### config.mk
export PLATFORM = sky130hd
export DESIGN_NAME = ir_thermometer_frame_receiver_flat
export DESIGN_NICKNAME = d
export VERILOG_FILES = /design/src/rtl/core/irtfr_pkg.sv /design/src/rtl/core/irtfr_if.sv /design/src/rtl/core/irtfr_regs.sv /design/src/rtl/core/irtfr_front.sv /design/src/rtl/core/irtfr_fifo.sv /design/src/rtl/core/irtfr_back.sv /design/src/rtl/core/ir_thermometer_frame_receiver.sv /design/src/flat_wrapper.sv
export SDC_FILE = /design/constraint.sdc
export NUM_CORES = 2
export LEC_CHECK = 0
export BUFFER_PORTS_ARGS = -buffer_cell sky130_fd_sc_hd__buf_4
export CAP_MARGIN = 20
export CORE_MARGIN = 2
export CORE_UTILIZATION = 50
export DETAILED_ROUTE_END_ITERATION = 8
export PLACE_DENSITY = 0.67
export SYNTH_ARGS = -nofsm -noshare
export SYNTH_HDL_FRONTEND = slang
export SYNTH_SLANG_ARGS = --single-unit
### constraint.sdc
create_clock -name clk -period 12.3 [get_ports clk]
set_clock_uncertainty 0.15 [all_clocks]
set_input_delay 3.075 -clock clk [delete_from_list [all_inputs] [get_ports clk]]
set_output_delay 3.075 -clock clk [all_outputs]
set_load 0.05 [all_outputs]
### src/rtl/core/irtfr_pkg.sv
// Types, constants and register codes of the IR thermometer frame receiver.
`timescale 1ns / 1ps

package irtfr_pkg;

  // Configuration address map
  localparam int ADDR_W = 5;
  localparam int REG_IDX_W = 3;

  typedef enum logic [REG_IDX_W-1:0] {
    REG_TARGET_ID      = 3'd0,
    REG_AMBIENT_ID     = 3'd1,
    REG_END_MARK       = 3'd2,
    REG_TIMEOUT_TICKS  = 3'd3,
    REG_MAX_FRAMES     = 3'd4,
    REG_TARGET_OFFSET  = 3'd5,
    REG_AMBIENT_OFFSET = 3'd6
  } reg_idx_t;

  // Register reset values
  localparam logic [7:0]         RST_TARGET_ID      = 8'h4C;
  localparam logic [7:0]         RST_AMBIENT_ID     = 8'h66;
  localparam logic [7:0]         RST_END_MARK       = 8'h0D;
  localparam logic [21:0]        RST_TIMEOUT_TICKS  = 22'd4000000;
  localparam logic [1:0]         RST_MAX_FRAMES     = 2'd3;
  localparam logic signed [10:0] RST_TARGET_OFFSET  = 11'sd100;
  localparam logic signed [10:0] RST_AMBIENT_OFFSET = -11'sd100;

  // Input word codes
  localparam logic OP_START     = 1'b0;
  localparam logic OP_SAMPLE    = 1'b1;
  localparam logic KIND_TARGET  = 1'b0;
  localparam logic KIND_AMBIENT = 1'b1;

  // Frame geometry
  localparam int FRAME_BYTES = 5;
  localparam int FRAME_BITS  = 40;

  // Conversion constants: deg = trunc((raw*25 - 109260) / 400)
  localparam logic signed [22:0] RAW_BIAS  = 23'sd109260;
  localparam logic signed [19:0] DEG_SCALE = 20'sd100;
  // floor(m/25) = (m * RECIP_25) >> RECIP_SHIFT for m below 2^17
  localparam int RECIP_25    = 167773;
  // floor(x/10) = (x * RECIP_10) >> RECIP_SHIFT for x below 2^19
  localparam int RECIP_10    = 419431;
  localparam int RECIP_SHIFT = 22;
  localparam logic [5:0] ASCII_ZERO = 6'd48;

  // Queue between front and back
  localparam int FIFO_DEPTH = 4;
  localparam int FIFO_AW    = $clog2(FIFO_DEPTH);

  // Conversion pipeline length, output register included
  localparam int BACK_STAGES = 8;

  typedef enum logic [1:0] {
    PH_IDLE = 2'd0,
    PH_LOW  = 2'd1,
    PH_HIGH = 2'd2
  } phase_t;

  typedef struct packed {
    logic [7:0]         target_id;
    logic [7:0]         ambient_id;
    logic [7:0]         end_mark;
    logic [21:0]        timeout_ticks;
    logic [1:0]         max_frames;
    logic signed [10:0] target_offset;
    logic signed [10:0] ambient_offset;
  } cfg_t;

  typedef struct packed {
    logic ack;
    logic busy;
    logic done;
    logic valid;
    logic kind;
  } flags_t;

  typedef struct packed {
    flags_t             flags;
    logic               live;
    logic [15:0]        raw;
    logic signed [10:0] offset;
  } stub_t;

endpackage

### src/rtl/core/irtfr_if.sv
// Valid/ready channel interfaces for sample words and result words.
`timescale 1ns / 1ps

interface irtfr_item_if;
  logic valid;
  logic ready;
  logic opcode;
  logic kind;
  logic clock_level;
  logic data_level;

  modport source (output valid, output opcode, output kind, output clock_level,
                  output data_level, input ready);
  modport sink   (input valid, input opcode, input kind, input clock_level,
                  input data_level, output ready);
endinterface

interface irtfr_result_if;
  logic               valid;
  logic               ready;
  logic               ack_level;
  logic               busy_res;
  logic               done_res;
  logic               valid_res;
  logic               reading_kind;
  logic signed [19:0] temperature_x100;
  logic               negative;
  logic [5:0]         digit_thousands;
  logic [5:0]         digit_hundreds;
  logic [5:0]         digit_tens;
  logic [5:0]         digit_units;

  modport source (output valid, output ack_level, output busy_res, output done_res,
                  output valid_res, output reading_kind, output temperature_x100,
                  output negative, output digit_thousands, output digit_hundreds,
                  output digit_tens, output digit_units, input ready);
  modport sink   (input valid, input ack_level, input busy_res, input done_res,
                  input valid_res, input reading_kind, input temperature_x100,
                  input negative, input digit_thousands, input digit_hundreds,
                  input digit_tens, input digit_units, output ready);
endinterface

### src/rtl/core/irtfr_regs.sv
// APB-style configuration register file of the frame receiver.
`timescale 1ns / 1ps

module irtfr_regs (
  input  logic                        clk,
  input  logic                        rst,
  input  logic                        psel,
  input  logic                        penable,
  input  logic                        pwrite,
  input  logic [irtfr_pkg::ADDR_W-1:0] paddr,
  input  logic [31:0]                 pwdata,
  output logic [31:0]                 prdata,
  output logic                        pready,
  output irtfr_pkg::cfg_t             cfg
);

  logic                             wr_en;
  logic [irtfr_pkg::REG_IDX_W-1:0]  idx;

  assign pready = 1'b1;
  assign wr_en  = psel && penable && pwrite && pready;
  assign idx    = paddr[irtfr_pkg::ADDR_W-1:2];

  // Write the addressed register in the access cycle
  always_ff @(posedge clk) begin
    if (rst) begin
      cfg.target_id      <= irtfr_pkg::RST_TARGET_ID;
      cfg.ambient_id     <= irtfr_pkg::RST_AMBIENT_ID;
      cfg.end_mark       <= irtfr_pkg::RST_END_MARK;
      cfg.timeout_ticks  <= irtfr_pkg::RST_TIMEOUT_TICKS;
      cfg.max_frames     <= irtfr_pkg::RST_MAX_FRAMES;
      cfg.target_offset  <= irtfr_pkg::RST_TARGET_OFFSET;
      cfg.ambient_offset <= irtfr_pkg::RST_AMBIENT_OFFSET;
    end else if (wr_en) begin
      case (idx)
        irtfr_pkg::REG_TARGET_ID:      cfg.target_id      <= pwdata[7:0];
        irtfr_pkg::REG_AMBIENT_ID:     cfg.ambient_id     <= pwdata[7:0];
        irtfr_pkg::REG_END_MARK:       cfg.end_mark       <= pwdata[7:0];
        irtfr_pkg::REG_TIMEOUT_TICKS:  cfg.timeout_ticks  <= pwdata[21:0];
        irtfr_pkg::REG_MAX_FRAMES:     cfg.max_frames     <= pwdata[1:0];
        irtfr_pkg::REG_TARGET_OFFSET:  cfg.target_offset  <= pwdata[10:0];
        irtfr_pkg::REG_AMBIENT_OFFSET: cfg.ambient_offset <= pwdata[10:0];
        default: ;
      endcase
    end
  end

  // Read back the addressed register, zero extended
  always_comb begin
    case (idx)
      irtfr_pkg::REG_TARGET_ID:      prdata = {24'b0, cfg.target_id};
      irtfr_pkg::REG_AMBIENT_ID:     prdata = {24'b0, cfg.ambient_id};
      irtfr_pkg::REG_END_MARK:       prdata = {24'b0, cfg.end_mark};
      irtfr_pkg::REG_TIMEOUT_TICKS:  prdata = {10'b0, cfg.timeout_ticks};
      irtfr_pkg::REG_MAX_FRAMES:     prdata = {30'b0, cfg.max_frames};
      irtfr_pkg::REG_TARGET_OFFSET:  prdata = {21'b0, cfg.target_offset};
      irtfr_pkg::REG_AMBIENT_OFFSET: prdata = {21'b0, cfg.ambient_offset};
      default:                       prdata = 32'b0;
    endcase
  end

endmodule

### src/rtl/core/irtfr_front.sv
// Front end: takes sample words, tracks bit timing and assembles frames.
`timescale 1ns / 1ps

module irtfr_front (
  input  logic              clk,
  input  logic              rst,
  input  irtfr_pkg::cfg_t   cfg,
  irtfr_item_if.sink        items,
  input  logic              q_full,
  output logic              q_push,
  output irtfr_pkg::stub_t  q_data
);

  irtfr_pkg::phase_t phase, phase_next;
  logic              read_kind;
  logic [21:0]       wait_count;
  logic [5:0]        bit_index;
  logic [1:0]        frames_read;
  logic              ack_out, ack_next;
  logic [7:0]        frame_bytes [irtfr_pkg::FRAME_BYTES];

  logic        accept, is_start, is_sample;
  logic [21:0] wc_inc;
  logic        tmo_hit, low_done, high_done, tick;
  logic        shift_en, bit_step, frame_end, finish, done;
  logic [1:0]  frames_inc;
  logic [7:0]  id_sel;
  logic        id_hit;
  logic [2:0]  byte_idx;

  assign items.ready = !q_full;
  assign accept      = items.valid && items.ready;
  assign is_start    = accept && (items.opcode == irtfr_pkg::OP_START);
  assign is_sample   = accept && (items.opcode == irtfr_pkg::OP_SAMPLE);

  // Shared timeout: one tick for each sample that does not end its wait
  assign wc_inc    = wait_count + 22'd1;
  assign tmo_hit   = (wc_inc == cfg.timeout_ticks);
  assign low_done  = !items.clock_level || tmo_hit;
  assign high_done = items.clock_level || tmo_hit;
  assign tick      = is_sample &&
                     (((phase == irtfr_pkg::PH_LOW) && items.clock_level) ||
                      ((phase == irtfr_pkg::PH_HIGH) && !items.clock_level));

  assign shift_en   = is_sample && (phase == irtfr_pkg::PH_LOW) && low_done;
  assign bit_step   = is_sample && (phase == irtfr_pkg::PH_HIGH) && high_done;
  assign frame_end  = (bit_index == 6'(irtfr_pkg::FRAME_BITS - 1));
  assign frames_inc = frames_read + 2'd1;
  assign id_sel     = (read_kind == irtfr_pkg::KIND_AMBIENT) ? cfg.ambient_id : cfg.target_id;
  assign id_hit     = (frame_bytes[0] == id_sel);
  assign finish     = id_hit || (frames_inc == cfg.max_frames);
  assign done       = bit_step && frame_end && finish;
  assign byte_idx   = bit_index[5:3];

  // Next bit-timing state
  always_comb begin
    phase_next = phase;
    if (is_start) begin
      phase_next = irtfr_pkg::PH_LOW;
    end else if (is_sample) begin
      case (phase)
        irtfr_pkg::PH_IDLE: phase_next = irtfr_pkg::PH_IDLE;
        irtfr_pkg::PH_LOW:  if (low_done) phase_next = irtfr_pkg::PH_HIGH;
        irtfr_pkg::PH_HIGH: begin
          if (high_done) begin
            phase_next = (frame_end && finish) ? irtfr_pkg::PH_IDLE : irtfr_pkg::PH_LOW;
          end
        end
        default: phase_next = irtfr_pkg::PH_IDLE;
      endcase
    end
  end

  // Build the result stub for the back end
  always_comb begin
    ack_next = ack_out;
    if (is_start) begin
      ack_next = 1'b0;
    end else if (done) begin
      ack_next = 1'b1;
    end
    q_push             = accept;
    q_data.flags.ack   = ack_next;
    q_data.flags.busy  = (phase_next != irtfr_pkg::PH_IDLE);
    q_data.flags.done  = done;
    q_data.flags.valid = done && id_hit && (frame_bytes[4] == cfg.end_mark);
    q_data.flags.kind  = done ? read_kind : irtfr_pkg::KIND_TARGET;
    q_data.live        = q_data.flags.valid;
    q_data.raw         = {frame_bytes[1], frame_bytes[2]};
    q_data.offset      = (read_kind == irtfr_pkg::KIND_AMBIENT) ? cfg.ambient_offset
                                                               : cfg.target_offset;
  end

  // Advance read control state
  always_ff @(posedge clk) begin
    if (rst) begin
      phase       <= irtfr_pkg::PH_IDLE;
      read_kind   <= irtfr_pkg::KIND_TARGET;
      wait_count  <= '0;
      bit_index   <= '0;
      frames_read <= '0;
      ack_out     <= 1'b1;
    end else begin
      phase   <= phase_next;
      ack_out <= ack_next;
      if (is_start) begin
        read_kind   <= items.kind;
        wait_count  <= '0;
        bit_index   <= '0;
        frames_read <= '0;
      end else begin
        if (tick) begin
          wait_count <= tmo_hit ? '0 : wc_inc;
        end
        if (bit_step) begin
          if (frame_end) begin
            bit_index   <= '0;
            frames_read <= frames_inc;
          end else begin
            bit_index <= bit_index + 6'd1;
          end
        end
      end
    end
  end

  // Shift data MSB first into the current frame byte
  always_ff @(posedge clk) begin
    if (shift_en) begin
      frame_bytes[byte_idx] <= {frame_bytes[byte_idx][6:0], items.data_level};
    end
  end

endmodule

### src/rtl/core/irtfr_fifo.sv
// Short queue of result stubs between the front and back ends.
`timescale 1ns / 1ps

module irtfr_fifo (
  input  logic             clk,
  input  logic             rst,
  input  logic             push,
  input  irtfr_pkg::stub_t push_data,
  output logic             full,
  input  logic             pop,
  output logic             empty,
  output irtfr_pkg::stub_t head
);

  irtfr_pkg::stub_t              mem [irtfr_pkg::FIFO_DEPTH];
  logic [irtfr_pkg::FIFO_AW-1:0] wr_ptr, rd_ptr;
  logic [irtfr_pkg::FIFO_AW:0]   count;

  assign full  = (count == (irtfr_pkg::FIFO_AW + 1)'(irtfr_pkg::FIFO_DEPTH));
  assign empty = (count == '0);
  assign head  = mem[rd_ptr];

  function automatic logic [irtfr_pkg::FIFO_AW-1:0] ptr_inc(
    input logic [irtfr_pkg::FIFO_AW-1:0] p
  );
    return (p == irtfr_pkg::FIFO_AW'(irtfr_pkg::FIFO_DEPTH - 1)) ? '0 : p + 1'b1;
  endfunction

  // Move pointers and occupancy
  always_ff @(posedge clk) begin
    if (rst) begin
      wr_ptr <= '0;
      rd_ptr <= '0;
      count  <= '0;
    end else begin
      if (push) wr_ptr <= ptr_inc(wr_ptr);
      if (pop)  rd_ptr <= ptr_inc(rd_ptr);
      case ({push, pop})
        2'b10:   count <= count + 1'b1;
        2'b01:   count <= count - 1'b1;
        default: count <= count;
      endcase
    end
  end

  // Store the incoming stub
  always_ff @(posedge clk) begin
    if (push) mem[wr_ptr] <= push_data;
  end

endmodule

### src/rtl/core/irtfr_back.sv
// Back end: converts raw readings to hundredths and ASCII digits.
`timescale 1ns / 1ps

module irtfr_back (
  input  logic             clk,
  input  logic             rst,
  input  logic             q_empty,
  input  irtfr_pkg::stub_t q_data,
  output logic             q_pop,
  irtfr_result_if.source   results
);

  localparam int LAST = irtfr_pkg::BACK_STAGES - 1;

  logic [irtfr_pkg::BACK_STAGES-1:0] vld;
  irtfr_pkg::flags_t                 fl [irtfr_pkg::BACK_STAGES];
  logic                              adv;

  // stage 0
  logic [20:0]        raw25;
  logic signed [22:0] xs;
  logic [22:0]        xmag;
  logic [16:0]        m0;
  logic               neg0, live0;
  logic signed [10:0] off0;
  // stage 1
  logic [34:0]        prod1;
  logic [11:0]        degm1;
  logic               neg1, live1;
  logic signed [10:0] off1;
  // stage 2
  logic signed [19:0] degs, temp_c;
  logic signed [19:0] temp2;
  // stage 3
  logic signed [19:0] tabs;
  logic signed [19:0] temp3;
  logic               neg3;
  logic [18:0]        mag3;
  // stages 4 to 7
  logic signed [19:0] temp4, temp5, temp6, temp7;
  logic               neg4, neg5, neg6, neg7;
  logic [18:0]        q4, q5, q6;
  logic [3:0]         u4, u5, u6, u7;
  logic [3:0]         t5, t6, t7;
  logic [3:0]         h6, h7;
  logic [3:0]         th7;

  function automatic logic [18:0] div10(input logic [18:0] x);
    logic [37:0] prod;
    prod = 38'(x) * 38'(irtfr_pkg::RECIP_10);
    return {3'b0, prod[37:irtfr_pkg::RECIP_SHIFT]};
  endfunction

  function automatic logic [3:0] rem10(input logic [18:0] x, input logic [18:0] q);
    logic [18:0] r;
    r = x - ((q << 3) + (q << 1));
    return r[3:0];
  endfunction

  // Stall the whole pipe while the output word waits
  assign adv   = !vld[LAST] || results.ready;
  assign q_pop = adv && !q_empty;

  // Stage 0 math: magnitude of raw*25 - bias, divided by 16
  assign raw25 = 21'({q_data.raw, 4'b0}) + 21'({q_data.raw, 3'b0}) + 21'(q_data.raw);
  assign xs    = $signed({2'b00, raw25}) - irtfr_pkg::RAW_BIAS;
  assign xmag  = xs[22] ? 23'(-xs) : 23'(xs);

  // Stage 1 math: divide by 25 through the reciprocal
  assign prod1 = 35'(m0) * 35'(irtfr_pkg::RECIP_25);

  // Stage 2 math: signed degrees times 100 plus offset
  assign degs   = neg1 ? -$signed({8'b0, degm1}) : $signed({8'b0, degm1});
  assign temp_c = degs * irtfr_pkg::DEG_SCALE + 20'(off1);

  // Stage 3 math: absolute value
  assign tabs = temp2[19] ? -temp2 : temp2;

  // Advance valid bits
  always_ff @(posedge clk) begin
    if (rst) begin
      vld <= '0;
    end else if (adv) begin
      vld <= {vld[LAST-1:0], q_pop};
    end
  end

  // Advance payload through the stages
  always_ff @(posedge clk) begin
    if (adv) begin
      fl[0] <= q_data.flags;
      for (int i = 1; i < irtfr_pkg::BACK_STAGES; i++) begin
        fl[i] <= fl[i-1];
      end
      m0    <= xmag[20:4];
      neg0  <= xs[22];
      live0 <= q_data.live;
      off0  <= q_data.offset;

      degm1 <= prod1[irtfr_pkg::RECIP_SHIFT +: 12];
      neg1  <= neg0;
      live1 <= live0;
      off1  <= off0;

      temp2 <= live1 ? temp_c : '0;

      temp3 <= temp2;
      neg3  <= temp2[19];
      mag3  <= tabs[18:0];

      temp4 <= temp3;
      neg4  <= neg3;
      q4    <= div10(mag3);
      u4    <= rem10(mag3, div10(mag3));

      temp5 <= temp4;
      neg5  <= neg4;
      q5    <= div10(q4);
      u5    <= u4;
      t5    <= rem10(q4, div10(q4));

      temp6 <= temp5;
      neg6  <= neg5;
      q6    <= div10(q5);
      u6    <= u5;
      t6    <= t5;
      h6    <= rem10(q5, div10(q5));

      temp7 <= temp6;
      neg7  <= neg6;
      u7    <= u6;
      t7    <= t6;
      h7    <= h6;
      th7   <= rem10(q6, div10(q6));
    end
  end

  // Drive the result word from the last stage
  assign results.valid            = vld[LAST];
  assign results.ack_level        = fl[LAST].ack;
  assign results.busy_res         = fl[LAST].busy;
  assign results.done_res         = fl[LAST].done;
  assign results.valid_res        = fl[LAST].valid;
  assign results.reading_kind     = fl[LAST].kind;
  assign results.temperature_x100 = temp7;
  assign results.negative         = neg7;
  assign results.digit_thousands  = irtfr_pkg::ASCII_ZERO + {2'b0, th7};
  assign results.digit_hundreds   = irtfr_pkg::ASCII_ZERO + {2'b0, h7};
  assign results.digit_tens       = irtfr_pkg::ASCII_ZERO + {2'b0, t7};
  assign results.digit_units      = irtfr_pkg::ASCII_ZERO + {2'b0, u7};

endmodule

### src/rtl/core/ir_thermometer_frame_receiver.sv
// IR thermometer frame receiver: top level.
//
// Usage: the items channel carries one word per sensor pin sample, or a
// start word that opens a target or ambient read and drops acknowledge.
// Bits are taken on falling sensor clock edges into a 5-byte frame; a
// read ends on an identifier match or after max_frames frames, then
// acknowledge rises and the word carries done, valid, the reading in
// hundredths of a degree and its four ASCII digits with a sign flag.
// Every accepted word yields exactly one word on the results channel.
// Throughput: one word per cycle while the queue between front and back
// end has room. Path: an accepted word passes that queue, then the
// eight-stage conversion pipeline (divide by 400, scaling, then one
// divide-by-ten step per digit).
// Stall: while a result waits, the pipeline holds and a four-entry queue
// keeps taking words; items.ready drops only when that queue is full.
// Reset: synchronous, active high; clears control state, no clearing pass,
// registers return to their defaults. Configuration is on an APB-style
// port, register i at byte address 4*i.
`timescale 1ns / 1ps

module ir_thermometer_frame_receiver (
  input  logic                         clk,
  input  logic                         rst,
  irtfr_item_if.sink                   items,
  irtfr_result_if.source               results,
  input  logic                         psel,
  input  logic                         penable,
  input  logic                         pwrite,
  input  logic [irtfr_pkg::ADDR_W-1:0] paddr,
  input  logic [31:0]                  pwdata,
  output logic [31:0]                  prdata,
  output logic                         pready
);

  irtfr_pkg::cfg_t  cfg;
  irtfr_pkg::stub_t push_data, head;
  logic             push, pop, full, empty;

  irtfr_regs u_regs (
    .clk     (clk),
    .rst     (rst),
    .psel    (psel),
    .penable (penable),
    .pwrite  (pwrite),
    .paddr   (paddr),
    .pwdata  (pwdata),
    .prdata  (prdata),
    .pready  (pready),
    .cfg     (cfg)
  );

  irtfr_front u_front (
    .clk    (clk),
    .rst    (rst),
    .cfg    (cfg),
    .items  (items),
    .q_full (full),
    .q_push (push),
    .q_data (push_data)
  );

  irtfr_fifo u_fifo (
    .clk       (clk),
    .rst       (rst),
    .push      (push),
    .push_data (push_data),
    .full      (full),
    .pop       (pop),
    .empty     (empty),
    .head      (head)
  );

  irtfr_back u_back (
    .clk     (clk),
    .rst     (rst),
    .q_empty (empty),
    .q_data  (head),
    .q_pop   (pop),
    .results (results)
  );

endmodule

### src/flat_wrapper.sv
// flat-port wrapper written by rule: the top's interface ports become plain ports
module ir_thermometer_frame_receiver_flat 
  (clk, rst, psel, penable, pwrite, paddr, pwdata, prdata, pready, items_valid, items_opcode, items_kind, items_clock_level, items_data_level, items_ready, results_valid, results_ack_level, results_busy_res, results_done_res, results_valid_res, results_reading_kind, results_temperature_x100, results_negative, results_digit_thousands, results_digit_hundreds, results_digit_tens, results_digit_units, results_ready);
  irtfr_item_if items_i ();
  irtfr_result_if results_i ();
  input  logic clk;
  input  logic rst;
  input  logic psel;
  input  logic penable;
  input  logic pwrite;
  input  logic [irtfr_pkg::ADDR_W-1:0] paddr;
  input  logic [31:0] pwdata;
  output logic [31:0] prdata;
  output logic pready;
  input wire logic [$bits(items_i.valid)-1:0] items_valid;
  input wire logic [$bits(items_i.opcode)-1:0] items_opcode;
  input wire logic [$bits(items_i.kind)-1:0] items_kind;
  input wire logic [$bits(items_i.clock_level)-1:0] items_clock_level;
  input wire logic [$bits(items_i.data_level)-1:0] items_data_level;
  output wire logic [$bits(items_i.ready)-1:0] items_ready;
  output wire logic [$bits(results_i.valid)-1:0] results_valid;
  output wire logic [$bits(results_i.ack_level)-1:0] results_ack_level;
  output wire logic [$bits(results_i.busy_res)-1:0] results_busy_res;
  output wire logic [$bits(results_i.done_res)-1:0] results_done_res;
  output wire logic [$bits(results_i.valid_res)-1:0] results_valid_res;
  output wire logic [$bits(results_i.reading_kind)-1:0] results_reading_kind;
  output wire logic [$bits(results_i.temperature_x100)-1:0] results_temperature_x100;
  output wire logic [$bits(results_i.negative)-1:0] results_negative;
  output wire logic [$bits(results_i.digit_thousands)-1:0] results_digit_thousands;
  output wire logic [$bits(results_i.digit_hundreds)-1:0] results_digit_hundreds;
  output wire logic [$bits(results_i.digit_tens)-1:0] results_digit_tens;
  output wire logic [$bits(results_i.digit_units)-1:0] results_digit_units;
  input wire logic [$bits(results_i.ready)-1:0] results_ready;
  assign items_i.valid = items_valid;
  assign items_i.opcode = items_opcode;
  assign items_i.kind = items_kind;
  assign items_i.clock_level = items_clock_level;
  assign items_i.data_level = items_data_level;
  assign items_ready = items_i.ready;
  assign results_valid = results_i.valid;
  assign results_ack_level = results_i.ack_level;
  assign results_busy_res = results_i.busy_res;
  assign results_done_res = results_i.done_res;
  assign results_valid_res = results_i.valid_res;
  assign results_reading_kind = results_i.reading_kind;
  assign results_temperature_x100 = results_i.temperature_x100;
  assign results_negative = results_i.negative;
  assign results_digit_thousands = results_i.digit_thousands;
  assign results_digit_hundreds = results_i.digit_hundreds;
  assign results_digit_tens = results_i.digit_tens;
  assign results_digit_units = results_i.digit_units;
  assign results_i.ready = results_ready;
  ir_thermometer_frame_receiver u_core (.clk(clk), .rst(rst), .items(items_i), .results(results_i), .psel(psel), .penable(penable), .pwrite(pwrite), .paddr(paddr), .pwdata(pwdata), .prdata(prdata), .pready(pready));
endmodule
# After elaboration in Yosys (flattened, before gate mapping)
# Memory sizes are Yosys's and may differ from the RTL's. A register that Yosys moved wholly into a read port is not among the register bits.
# Index checks and enable logic that the tools add are counted.
# word_totals
mem_bits_rw	212
mem_count	3
output_inout_bits	85
wordCells	174
input_bits	48
reg_bits	397
# memory_table
memory	words	width	rd	rd_clocked_by_memory_dff	wr	line	rtl
u_core.u_fifo.mem	4	33	1	1	1	irtfr_fifo.sv:15	irtfr_pkg::stub_t mem [irtfr_pkg::FIFO_DEPTH];
u_core.u_back.fl	8	5	8	0	8	irtfr_back.sv:16	irtfr_pkg::flags_t fl [irtfr_pkg::BACK_STAGES];
u_core.u_front.frame_bytes	5	8	5	1	1	irtfr_front.sv:20	logic [7:0] frame_bytes [irtfr_pkg::FRAME_BYTES];
# classes
reduce_logical	40
addsub	26
mul	6
mux	30
eq_ne	18
bitwise	1
# ops
cell	n
22-bit case mux with 7 select lines	1
19-bit by 19-bit multiplier with 38-bit output (second input constant)	1
16-bit by 19-bit multiplier with 35-bit output (second input constant)	1
17-bit by 18-bit multiplier with 34-bit output (second input constant)	1
13-bit by 19-bit multiplier with 32-bit output (second input constant)	1
10-bit by 19-bit multiplier with 25-bit output (second input constant)	1
5-bit by 5-bit adder with 6-bit output (first input constant)	4
22-bit by 1-bit adder with 22-bit output (second input constant)	1
22-bit equality test	1
22-bit 2-to-1 mux	1
21-bit by 17-bit subtractor with 22-bit output (second input constant)	1
20-bit by 19-bit adder with 21-bit output	1
21-bit by 16-bit adder with 21-bit output	1
21-bit 2-to-1 mux	1
21-bit negation	1
20-bit by 11-bit adder with 20-bit output	1
20-bit by 6-bit multiplier with 18-bit output (second input constant)	1
20-bit 2-to-1 mux	1
12-bit negation with 20-bit output	1
19-bit 2-to-1 mux	1
19-bit negation	1
1-bit logical AND	18
4-bit adder	4
8-bit equality test	2
other kinds (27)	73

# Logic depth before layout (Yosys ltp)
# depth
ltp_word	10
mapped_depth	26
depth_no_buf	26

# Modules after synthesis
# A second synthesis with hierarchy kept.
# unflattened
cells_unflattened	4141
hier_area_um2	49241.0
# modules_own_cells
module	cells_per_inst	n_inst	area_per_inst_um2	seq_area_each_um2
irtfr_back	3042	1	35109.9	9529.1
irtfr_front	492	1	5332.6	2542.4
irtfr_fifo	221	1	5256.3	4144.0
irtfr_regs	386	1	3542.1	1401.3

# Least setup slack after synthesis
# No wires, ideal clock.
# synth_timing
kind	input to register
startpoint	input results_ready
endpoint	register u_core.u_back.degm1[0] (enable)
slack_ps	2146
cell_stages	3
t_arrival_ps	9341
setup_ps	662
n_path_buf	1
t_required_ps	11488
cell_sequence	nor2b_1 -> clkbuf_1 -> inv_1
# synth_via
elab_chain_cells	1
# synth_lines
item	line	rtl
start, declared	flat_wrapper.sv:33	input wire logic [$bits(results_i.ready)-1:0] results_ready;
1-bit logical OR	irtfr_back.sv:61	assign adv = !vld[LAST] || results.ready;
via u_core.u_back.adv	irtfr_back.sv:17	logic adv;
end signal, assigned	irtfr_back.sv:100	degm1 <= prod1[irtfr_pkg::RECIP_SHIFT +: 12];
end, declared	irtfr_back.sv:28	logic [11:0] degm1;
# The timed path passes the listed nets, and every way through them passes these cells.
# A chain may end at the register's enable or synchronous reset.

# Worst setup path in the final report
# layout_timing
startpoint	input paddr[2] in the netlist's numbering
endpoint	output prdata[5]
# layout_via
elab_chain_cells	2
elab_cells_between_ends	8
cone_classes	6 x eq/ne; 1 x mux; 1 x reduce/logical
# layout_lines
item	line	rtl
start, declared	flat_wrapper.sv:11	input logic [irtfr_pkg::ADDR_W-1:0] paddr;
3-bit equality test, or another cell as far along	irtfr_regs.sv:50	case (idx)
22-bit case mux with 7 select lines (*)	irtfr_regs.sv:50	
end, declared	flat_wrapper.sv:13	output logic [31:0] prdata;
# Mark *: on every way between the ends. The rest lies on a longest branch, timed or not.

==> flow_summary.toml <==
[run_status]
status = "complete, no violations"

[sta]
setup_violations = 0
hold-worst-slack_ns = 0.259
rsz0062_at_grt = "false"
worst_pin_slew_ns = 1.08
max_slew_margin = 0.273
tns_ns = 0
period_share = 0.669
max_freq_ghz = 0.122
maxSlewViolCount = 0
min_period_ns = 8.22
finalHoldViolCount = 0

[global_routing]
grt_antenna_before_repair = 1
grt_pass1_vias = 30100
grt_pass1_wl_um = 156000
track_usage = 0.197
grt_use_met3 = 0.0257
grt_max_degree = 192
grt_use_met1 = 0.265
grt_overflow = 0
gr-max-usage-layer = "met2"
met2_usage = 0.340

[placement]
port-buffer-count = 101
gp_congestion = 0.873
dp_hpwl_um = 74300

[die]
rows = 114
chipWidth_um = 315
ios = 133
die_h_um = 315
initial_utilization = 0.503
die_area_sq_um = 99500
core_sq_um = 96400

[cts]
cts_tree = "yes"
h-tree-depth = 3
cts_setup_buffers = 0
cts.clk_slew.worst_paths_ns = 0.06
cts_sinks = 622
cts.path.max_buffers = 3
cts_hold_buf = 0
clock_latency_ns = 0.64
cts_buffers = 72
ctsResizeCount = 0
cts_root_buf = "clkbuf_16"

[critical_path]
startpoint_type = "input port"
worstSetupPathType = "in -> out"
cp-end-kind = "output pin"
r2r-end = "u_core.u_back.degm1[9]"
crit_required_ns = 9.07
rrSetupSlack_ns = 5.38
path_max_fanout = 23
critPathArrivalTime_ns = 5.00
r2r_start = "u_core.u_back.m0[9]"
reg2reg_depth = 20

[detailed_routing]
ant_nets = 0
drtIter0Drc = 1515
first_pass_iters = 7
finalWirelength_um = 94700
wl_per_cell_um = 17.0
drc = 0
dr_total_vias = 29000
avgViaCountPerCell = 5.20

[synthesis]
synth_cell_type_count = 76
seq_area_frac_synth = 0.360
synthArstFlopShare = 0
synth_ff_type = "edfxtp_1"
synth_edf_count = 498
syn-instance-count = 4128
ys_seq_elements = 622
syn_area_sq_um = 48500
ys_warn_count = 0
synth_area_per_cell_sq_um = 11.7

[cells_and_area]
final_nets = 5428
fill_cells = 8188
layout-drive-gt1-share = 0.0767
areaGrowthSynthToFinish_pct = 9.23

[hold_path]
min_to = "u_core.u_back.fl[0][13]"
hold_path_class = "reg -> reg"
hold_depth = 0
holdCritStartpoint = "u_core.u_back.fl[0][8]"

[job]
max_cap_violations = 0
-- critical path: stages --
cell     delay, ns
buf_4         0.27
nor2b_1       0.46
buf_4         0.29
a22o_1        0.17
a21oi_1       0.10
o21ai_0       0.29
buf_4         0.32
-- through the flow --
stage	util	area, sq um	setup WS (ns)	std cells
finish	0.549	52900	4.08	5582
detailed placement	0.525	50600	4.07	5447
CTS	0.549	52900	4.06	5578
global placement	0.525	50600	4.04	5446
global route	0.549	52900	4.02	5582
floorplan	-	48500	2.15	4145
-- flip-flops by register name, indices dropped and copies added (netlist names), 12 cells and up, named ones only --
name                                    count
u_core.u_fifo.mem                         128
u_core.u_back.degm1                        12
u_core.u_front.frame_bytes                 60
u_core.u_back.m0                           17
u_core.u_back.fl                           40
u_core.u_back.temp2                        20
u_core.u_regs.cfg                          70
u_core.u_back.mag3                         18
u_core.u_back.results.temperature_x100     20
u_core.u_back.q4                           16
u_core.u_back.temp3                        20
u_core.u_back.q5                           13
u_core.u_front.wait_count                  22
u_core.u_back.temp5                        20
u_core.u_back.temp6                        20
u_core.u_back.temp4                        20
-- cell type report --
cell class                 instances  area, sq um  area share
antenna                            1         2.50   0.0000473
sequential                       622        17400       0.329
clock buffer                      94         1900      0.0360
clock inverter                    37          410     0.00775
tap                             1276         1600      0.0302
multi-input combinational       2581        27500       0.519
timing repair buffer             125          946      0.0179
inverter                         846         3180      0.0601
-- layer usage --
metal,vias up,share of wire
met5,-,0
met4,0,0.020
met3,118,0.036
met2,465,0.49
met1,14300,0.46
li1,14100,-
-- worst max path at each step --
stage	from	endpoint	slack, ns	depth (start not counted)
after detailed placement	paddr[2]	prdata[5]	4.07	7
final	paddr[2]	prdata[5]	4.08	7
after floorplan	results_ready	u_core.u_back.degm1[0]	2.15	3
after CTS	paddr[2]	prdata[5]	4.06	7
after global placement	paddr[2]	prdata[5]	4.04	7
after global routing	paddr[2]	prdata[5]	4.02	7
-- synthesized netlist by cell type (12+ instances only) --
| master | number | share of area |
|---|---|---|
| nor2b_1 | 36 | 0.0046 |
| or3_1 | 30 | 0.0039 |
| mux2_2 | 23 | 0.0053 |
| a21o_1 | 27 | 0.0042 |
| xnor2_1 | 140 | 0.025 |
| edfxtp_1 | 498 | 0.31 |
| buf_4 | 21 | 0.0033 |
| nor4_1 | 19 | 0.0025 |
| and3_1 | 37 | 0.0048 |
| a21oi_1 | 151 | 0.016 |
| xor2_1 | 70 | 0.013 |
| o21ai_0 | 79 | 0.0082 |
| or2_2 | 16 | 0.0021 |
| dfxtp_1 | 124 | 0.051 |
| a31oi_1 | 19 | 0.0025 |
| and2_1 | 20 | 0.0026 |
| a211o_1 | 28 | 0.0051 |
| o31ai_1 | 19 | 0.0029 |
| or4_1 | 12 | 0.0019 |
| clkbuf_1 | 56 | 0.0043 |
| nor2_1 | 140 | 0.011 |
| nand4_1 | 18 | 0.0023 |
| nand2b_1 | 25 | 0.0032 |
| mux4_2 | 50 | 0.023 |
| o21a_1 | 24 | 0.0037 |
| ha_1 | 682 | 0.18 |
| nand2_1 | 173 | 0.013 |
| fa_1 | 450 | 0.19 |
| inv_1 | 844 | 0.065 |
| nand3_1 | 40 | 0.0041 |
| mux2i_1 | 45 | 0.0093 |
| o211ai_1 | 13 | 0.0020 |
| a211oi_1 | 17 | 0.0026 |
| nor3_1 | 52 | 0.0054 |
-- layout by cell type, fill, tap and decap left out, drive strengths merged, types with 23 or more instances in the layout --
cell / n
mux4: 50
or3: 30
a21o: 27
o21ai: 80
clkinv: 25
xnor2: 140
buf: 123
nor2: 140
nand2b: 25
mux2: 23
edfxtp: 498
inv: 850
nor3: 52
nand2: 173
nand3: 40
and3: 38
ha: 682
a21oi: 151
xor2: 70
o21a: 24
fa: 450
dfxtp: 124
nor2b: 36
clkbuf: 96
mux2i: 45
a211o: 28
-- logic make-up after synthesis --
kind of cell	share of synthesized area
buf+inv	0.0751
xor+xnor	0.0379
compound gates	0.0605
flops	0.360
mux	0.0379
other cells	0.000155
fa+ha+maj	0.362
simple gates	0.0668
Power is left out: the tool's default activity adds up to more than one toggle a clock period on the data nets, which glitch-free logic cannot reach.
